<file path="config.mk">
export PLATFORM = sky130hd
export DESIGN_NAME = cfa_carry
export DESIGN_NICKNAME = d
export VERILOG_FILES = /design/src/design/cfa_pkg.sv /design/src/design/cfa_carry.sv
export VERILOG_INCLUDE_DIRS = /design/src /design/src/design
export SDC_FILE = /design/constraint.sdc
export NUM_CORES = 2
export LEC_CHECK = 0
export BUFFER_PORTS_ARGS = -buffer_cell sky130_fd_sc_hd__buf_2
export CELL_PAD_IN_SITES_DETAIL_PLACEMENT = 1
export CELL_PAD_IN_SITES_GLOBAL_PLACEMENT = 1
export CORE_ASPECT_RATIO = 1.2
export CORE_UTILIZATION = 43
export CTS_CLUSTER_DIAMETER = 80
export DETAILED_ROUTE_END_ITERATION = 6
export PLACE_DENSITY_LB_ADDON = 0.15
export SLEW_MARGIN = 10
export SYNTH_ARGS = -nofsm -noshare
export SYNTH_HDL_FRONTEND = slang
export SYNTH_SLANG_ARGS = --single-unit
</file>
<file path="constraint.sdc">
create_clock -name clk -period 7.75 [get_ports clk]
set_input_delay 0.775 -clock clk [delete_from_list [all_inputs] [get_ports clk]]
set_output_delay 0.775 -clock clk [all_outputs]
set_load 0.01 [all_outputs]
</file>
<file path="src/design/curve25519_field_alu_unit_assert.svh">
// assertion macros for the field alu modules, included by cfa_carry
// expects clk and rst_n in the scope of each use
`ifndef CURVE25519_FIELD_ALU_UNIT_ASSERT_SVH
`define CURVE25519_FIELD_ALU_UNIT_ASSERT_SVH

// same-cycle implication
`define CFA_ASSERT_IMPL(label, cond, prop) \
    label: assert property (@(posedge clk) disable iff (!rst_n) (cond) |-> (prop)) \
        else $error("field alu assertion failed");

// next-cycle implication
`define CFA_ASSERT_NEXT(label, cond, prop) \
    label: assert property (@(posedge clk) disable iff (!rst_n) (cond) |=> (prop)) \
        else $error("field alu assertion failed");

`endif

</file>
<file path="src/design/cfa_pkg.sv">
// types, constants and helpers for the radix 2^51 field alu
// no dependencies
`timescale 1ns / 1ps

package cfa_pkg;

    localparam int LIMB_BITS = 51;
    localparam int NUM_LIMBS = 5;

    localparam logic [63:0] TWICE_P_LOW  = 64'h000F_FFFF_FFFF_FFDA;
    localparam logic [63:0] TWICE_P_HIGH = 64'h000F_FFFF_FFFF_FFFE;

    typedef enum logic [1:0] {
        OP_ADD   = 2'd0,
        OP_SUB   = 2'd1,
        OP_CARRY = 2'd2,
        OP_MUL   = 2'd3
    } op_t;

    typedef enum logic [1:0] {
        KIND_PASS  = 2'd0,
        KIND_CARRY = 2'd1,
        KIND_MUL   = 2'd2
    } kind_t;

    typedef logic [63:0]  limb_t;
    typedef logic [127:0] wide_t;
    typedef logic [NUM_LIMBS-1:0][63:0]  elem_t;
    typedef logic [NUM_LIMBS-1:0][127:0] col_t;

    typedef struct packed {
        logic  valid;
        kind_t kind;
    } ctl_t;

    // x * 19 mod 2^64 as shift and add
    function automatic limb_t fold19(limb_t x);
        return (x << 4) + (x << 1) + x;
    endfunction

endpackage

</file>
<file path="src/design/cfa_carry.sv">
// carry chain over the column values, top fold and final fold into limb 1
// depends on cfa_pkg and curve25519_field_alu_unit_assert.svh
`timescale 1ns / 1ps

module cfa_carry (
    input  logic           clk,
    input  logic           rst_n,
    input  logic           en,
    input  cfa_pkg::ctl_t  in_ctl,
    input  cfa_pkg::col_t  col,
    output cfa_pkg::ctl_t  out_ctl,
    output cfa_pkg::elem_t result
);
    import cfa_pkg::*;
    `include "curve25519_field_alu_unit_assert.svh"

    typedef struct packed {
        limb_t r;
        limb_t c;
    } step_t;

    // one limb of the chain; carry wraps the sum at 64 bits, multiply at 128
    function automatic step_t chain_step(kind_t kind, wide_t x, limb_t c);
        wide_t t;
        step_t s;
        case (kind)
            KIND_CARRY: t = {64'd0, x[63:0] + c};
            KIND_MUL:   t = x + {64'd0, c};
            default:    t = x;
        endcase
        if (kind == KIND_PASS)
            s.r = x[63:0];
        else
            s.r = {{(64-LIMB_BITS){1'b0}}, t[LIMB_BITS-1:0]};
        s.c = t[LIMB_BITS+63:LIMB_BITS];
        return s;
    endfunction

    ctl_t  s5_ctl_reg, s6_ctl_reg, s7_ctl_reg, s8_ctl_reg;
    elem_t r5_reg, r6_reg, r7_reg, r8_reg;
    elem_t r5_next, r6_next, r7_next, r8_next;
    limb_t c5_reg, c6_reg, c5_next, c6_next;
    col_t  col5_reg, col6_reg;
    step_t st0, st1, st2, st3, st4;

    always_comb
    begin
        st0 = chain_step(in_ctl.kind, col[0], 64'd0);
        st1 = chain_step(in_ctl.kind, col[1], st0.c);
        r5_next    = '0;
        r5_next[0] = st0.r;
        r5_next[1] = st1.r;
        c5_next    = st1.c;
    end

    always_comb
    begin
        st2 = chain_step(s5_ctl_reg.kind, col5_reg[2], c5_reg);
        st3 = chain_step(s5_ctl_reg.kind, col5_reg[3], st2.c);
        r6_next    = r5_reg;
        r6_next[2] = st2.r;
        r6_next[3] = st3.r;
        c6_next    = st3.c;
    end

    // last limb, then top carry times 19 into limb 0
    always_comb
    begin
        st4 = chain_step(s6_ctl_reg.kind, col6_reg[4], c6_reg);
        r7_next    = r6_reg;
        r7_next[4] = st4.r;
        if (s6_ctl_reg.kind != KIND_PASS)
            r7_next[0] = r6_reg[0] + fold19(st4.c);
    end

    // multiply only: one more carry out of limb 0
    always_comb
    begin
        r8_next = r7_reg;
        if (s7_ctl_reg.kind == KIND_MUL)
        begin
            r8_next[0] = {{(64-LIMB_BITS){1'b0}}, r7_reg[0][LIMB_BITS-1:0]};
            r8_next[1] = r7_reg[1] + {{LIMB_BITS{1'b0}}, r7_reg[0][63:LIMB_BITS]};
        end
    end

    always_ff @(posedge clk or negedge rst_n)
    begin
        if (!rst_n)
        begin
            s5_ctl_reg <= '0;
            s6_ctl_reg <= '0;
            s7_ctl_reg <= '0;
            s8_ctl_reg <= '0;
        end
        else if (en)
        begin
            s5_ctl_reg <= in_ctl;
            s6_ctl_reg <= s5_ctl_reg;
            s7_ctl_reg <= s6_ctl_reg;
            s8_ctl_reg <= s7_ctl_reg;
        end
    end

    always_ff @(posedge clk)
    begin
        if (en)
        begin
            r5_reg   <= r5_next;
            r6_reg   <= r6_next;
            r7_reg   <= r7_next;
            r8_reg   <= r8_next;
            c5_reg   <= c5_next;
            c6_reg   <= c6_next;
            col5_reg <= col;
            col6_reg <= col5_reg;
        end
    end

    assign out_ctl = s8_ctl_reg;
    assign result  = r8_reg;

    `CFA_ASSERT_IMPL(a_mul_limb0_reduced, s8_ctl_reg.valid && s8_ctl_reg.kind == KIND_MUL,
        r8_reg[0][63:LIMB_BITS] == '0)
    `CFA_ASSERT_IMPL(a_chain_limbs_reduced, s8_ctl_reg.valid && s8_ctl_reg.kind != KIND_PASS,
        r8_reg[2][63:LIMB_BITS] == '0 && r8_reg[3][63:LIMB_BITS] == '0
        && r8_reg[4][63:LIMB_BITS] == '0)
    `CFA_ASSERT_NEXT(a_stall_holds_stage, !en, $stable(s6_ctl_reg) && $stable(r6_reg))

endmodule

</file>
=== Yosys cells after proc, flatten, opt, wreduce, memory -nomap -nowiden ===
Cells that the tools add are included.

* Input port bits: 646
* Register bits after elaboration: 1624
* Output and inout bits: 323
* Logic and storage cells: 71

* Reductions and logical operators: 4
* Eq/ne operators: 7
* Multiplexer cells: 12
* $add $sub $neg: 12

{| class="wikitable"
|+ Operators by type and width
! kind !! number
|-
| 115-bit case mux with 2 select lines || 4
|-
| 115-bit by 64-bit adder with 115-bit output || 4
|-
| 64-bit adder || 7
|-
| 51-bit two-way mux || 5
|-
| 128-bit two-way mux || 1
|-
| 115-bit two-way mux || 1
|-
| 64-bit by 13-bit adder with 64-bit output || 1
|-
| 64-bit two-way mux || 1
|-
| 2-bit equality test (second input constant) || 4
|-
| 2-bit by 1-bit equality test with 1-bit output (second input constant) || 3
|-
| 2-bit zero test || 3
|-
| 2-bit nonzero test || 1
|}

=== Depth between registers and ports, before layout ===
* Depth in word-level cells: 6
* Mapped depth: 33

=== Least setup slack after synthesis ===
OpenSTA, ideal clock, no wires.

* Path type: register -> register
* Start point: register c6_reg[1]
* End point: register r7_reg[63] (netlist bit), data pin
* Data required time: 7.487 ns
* Path buffers: 0
* Stages on the path, launching flop included: 32
* Setup time: 0.263 ns
* Arrival time: 7.415 ns
* Path slack: 0.072 ns
* Cells stage by stage: edfxtp_1 > ha_1 > a21o_1 > a21o_1 > a211oi_1 > o31ai_1 > o21a_1 > o311ai_1 > a31oi_1 > a211oi_1 > o21a_1 > o31a_1 > o31a_1 > nor4b_1 > a211oi_1 > fa_1 > fa_1 > inv_1 > ha_1 > o21ai_0 > a211oi_1 > a41o_1 > nand4_1 > a31o_2 > a211oi_1 > o221ai_1 > nand3b_1 > a221oi_1 > o31a_1 > xnor3_1 > xnor2_1 > o21ai_1

{| class="wikitable"
|+ RTL lines
! element !! RTL line !! source
|-
| start: declaration || cfa_carry.sv:42 || <nowiki>limb_t c5_reg, c6_reg, c5_next, c6_next;</nowiki>
|-
| start signal: assignment || cfa_carry.sv:114 || <nowiki>c6_reg <= c6_next;</nowiki>
|-
| end signal: assignment || cfa_carry.sv:111 || <nowiki>r7_reg <= r7_next;</nowiki>
|-
| end: declaration || cfa_carry.sv:40 || <nowiki>elem_t r5_reg, r6_reg, r7_reg, r8_reg;</nowiki>
|}

==> run_results.csv <==
group,metric,value,unit
status,outcome,"finished with violations",
status,violations,"setup timing",
power_and_ir_drop,seqPwrFrac,37.9,%
synth,synthTopCellsByCount,"edfxtp_1 (1612), nand2_1 (567), a21oi_1 (391)",
synth,synthArstFlopShare,0.739,%
synth,post_synth_num_cell_types,112,
clocking,cts_tree,"built",
floorplan,ios,969,
grt,globalRouteMet1Util,34.9,%
setup_path,crit_type,"register to register",
setup_path,critPathBufInv,10,
finish,drive_gt1_share,24.8,%
finish,ff_latch_area,0.0487,mm^2
timing,fin_setup_tns,-0.541,ns
setup_path,slowest_delay,0.53,ns
synth,yosysTopAreaCell,"edfxtp_1",
synth,postSynthCellCount,6673,
floorplan,rows,175,
power_and_ir_drop,powerDensity,307,mW/mm^2
synth,synth-edff-count,1612,
synth,synth_seq_cells,1624,
setup_path,cp.depth,40,
timing,period_needed,7.91,ns
grt,busiest_layer,"met2",
setup_path,critPathLaunchType,"register",
clocking,clock_tree.buffer_depth,3,
finish,multi_input_area,0.0323,mm^2
setup_path,r2r_cells,40,
synth,yosysMostFrequentCell,"edfxtp_1",
routing,dr.pass1.iters,5,
setup_path,critPathCaptureType,"register",
setup_path,crit_top_cell,"buf_4",
job,maxCapViolations,0,
routing,drc,0,
floorplan,core_area,0.190,mm^2
floorplan,initial_core_util,43.3,%
grt,grt_pass1_wl,417000,um
power_and_ir_drop,p_switching,10.3,mW
synth,synth_top_area_share,58.9,%
clocking,clock_latency,0.84,ns
routing,route.vias.total,60300,
timing,tightest_slew,1.18,ns
grt,grt_usage,29.6,%
synth,synth_area,0.0822,mm^2
setup_path,cp_max_fo,3,
timing,hold_violations,0,
routing,wl_per_cell,26.9,um
power_and_ir_drop,internal-power,20.5,mW
finish,fillers,19800,
timing,fin_ws,-0.157,ns
routing,drt_iter0_drc,4186,
power_and_ir_drop,power_leakage,40.7,nW
synth,yosys_warnings,0,
timing,whs,0.112,ns
timing,setup_violations,8,
clocking,tritoncts.num_buffers,171,
power_and_ir_drop,switching_share,33.5,%
finish,largest_reg_flops,345,
timing,min_period_over_period,102,%
placed_design,place_congestion,0.940,
setup_path,arrival,8.42,ns
grt,grt_max_degree,184,
grt,antenna_found_initial,144,
finish,layout.nets,9238,
floorplan,die_h,481,um
timing,rsz0062_at_grt,"yes",
placed_design,dp_hpwl,230000,um
power_and_ir_drop,clockPowerShare,26.3,%
timing,relSlewSlack,20.9,%
grt,grt_pass1_vias,63300,
grt,met2_usage,50.1,%
clocking,cts_sinks,1624,
floorplan,die_w,401,um
setup_path,cp_slowest_cell,"fa_1",
synth,synth_fp_nets,7776,
synth,synth.top_cells.by_area,"edfxtp_1 (59%), ha_1 (5.3%), xnor2_1 (3.4%), fa_1 (2.6%), nand2_1 (2.6%)",
hold_path,hp-class,"primary input to register",
routing,routed_wl,290000,um
clocking,clkTransAtPathRegs,0.06,ns
synth,syn_area_per_cell,12.3,um^2
floorplan,die_area,0.193,mm^2
power_and_ir_drop,peakVddDrop,233,uV
timing,skew,0.0330,ns
timing,fmax,0.126,GHz
clocking,cts_root_buffer,"clkbuf_16",
timing,drv_slew,0,
placed_design,io_buffers,903,
routing,vias_per_cell,5.59,
clocking,cts_htree_levels,4,
setup_path,cp.required,8.26,ns
routing,antenna_left,0,
power_and_ir_drop,combPwrFrac,35.8,%
synth,ys.flop_type,"edfxtp_1",
synth,ys_seq_area_share,59.3,%
hold_path,hold_depth,1,
finish,area_delta_synth_final,22.2,%
grt,gr-total-overflow,0,
grt,use_met3,10.2,%
setup_path,cp_top_family,"compound AO/OA/AOI/OAI gates",
## cell families (layout without fill, tap and decap cells)
kind of cell	count (synthesis)	in the layout	share of synthesized area, %
AND/OR/NAND/NOR	1855	1855	11.1
AO/OA/AOI/OAI	1593	1593	12.8
buffers and inverters	582	2177	2.72
other	0	43	0
adder cells (fa/ha/maj)	465	465	8.04
XOR/XNOR	530	530	5.68
flip-flops	1624	1624	59.3
multiplexers	24	24	0.320
## power by group through the flow
stage | sequential [mW] | clock [mW] | combinational [mW]
3_3_place_gp | 11.8 | 0 | 9.85
2_1_floorplan | 11.6 | 0 | 5.69
6_report | 11.7 | 8.12 | 11.0
3_5_place_dp | 11.9 | 0 | 10.1
4_1_cts | 11.7 | 8.30 | 10.5
5_1_grt | 11.8 | 8.56 | 12.0
## final timing paths
path,start,end,slack [ns]
worst min register to register,r5_reg[14],r6_reg[14],0.40
worst min-delay path,col[624],col5_reg[624],0.11
worst max-delay path,col6_reg[513],r7_reg[53],-0.16
max in group asynchronous,rst_n,s5_ctl_reg[0],6.99
min in group asynchronous,rst_n,out_ctl[2],0.45
worst max register to register,col6_reg[513],r7_reg[53],-0.16
## metal layers
layer  wire (um)  vias to the layer above
li1            -                    27800
met1      113000                    29900
met2      141000                     1869
met3       26200                      583
met4        9860                      158
met5        1040                        -
## placed cells by master (no fill, tap or decap), types with 43 or more instances in the layout
cell type / instances
ha_1: 329
buf_4: 620
buf_2: 902
nand2_1: 566
nor4_1: 46
nor3_1: 83
edfxtp_1: 1612
a21o_1: 270
nor2b_1: 91
nand4_1: 153
and2_1: 126
xor2_1: 205
o21ai_0: 342
nand3_1: 155
fa_1: 103
clkbuf_16: 175
a22o_1: 145
nand2b_1: 44
inv_1: 310
a21oi_1: 367
and3_1: 75
diode_2: 43
o21bai_1: 57
nor2_1: 367
xnor2_1: 320
## repair_timing
action / in CTS / in global routing
gates resized for setup: 113 / 108
pin swaps: 68 / 76
setup endpoints to repair: 53 / 70
setup buffers: 21 / 29
endpoints found under the hold margin: 12 / 0
hold buffers: 1 / 0
## worst register-to-register path, delay by kind of cell (launching register included)
| kind | cells | cell delay [ns] |
|---|---|---|
| AOI/OAI and AO/OA | 20 | 3.34 |
| adders and majority gates | 4 | 1.37 |
| buffers and inverters | 10 | 1.34 |
| and+or+nand+nor | 3 | 0.52 |
| DFF | 1 | 0.41 |
| muxes | 1 | 0.33 |
| xor gates and xnor gates | 2 | 0.28 |
## layout make-up
cell class / instances / share of cell area, %
Sequential cell: 1624 / 48.5
Multi-Input combinational cell: 4467 / 32.1
Timing Repair Buffer: 1552 / 9.58
Clock buffer: 196 / 4.44
Tap cell: 2478 / 3.09
Inverter: 319 / 1.19
Clock inverter: 110 / 0.999
Antenna cell: 43 / 0.107
## per-stage QoR
stage	std cells	power, mW	util (%)	setup WS [ns]	instance area (um^2)
4_1_cts	10700	30.5	52.5	-0.254	99600
3_3_place_gp	10400	21.7	49.3	-1.39	93500
6_report	10800	30.8	53.0	-0.157	100000
2_1_floorplan	6673	17.3	-	0.0716	82200
5_1_grt	10800	32.3	52.9	-0.549	100000
3_5_place_dp	10400	22.0	49.3	-1.54	93500
(Power assumes the default switching activity.)
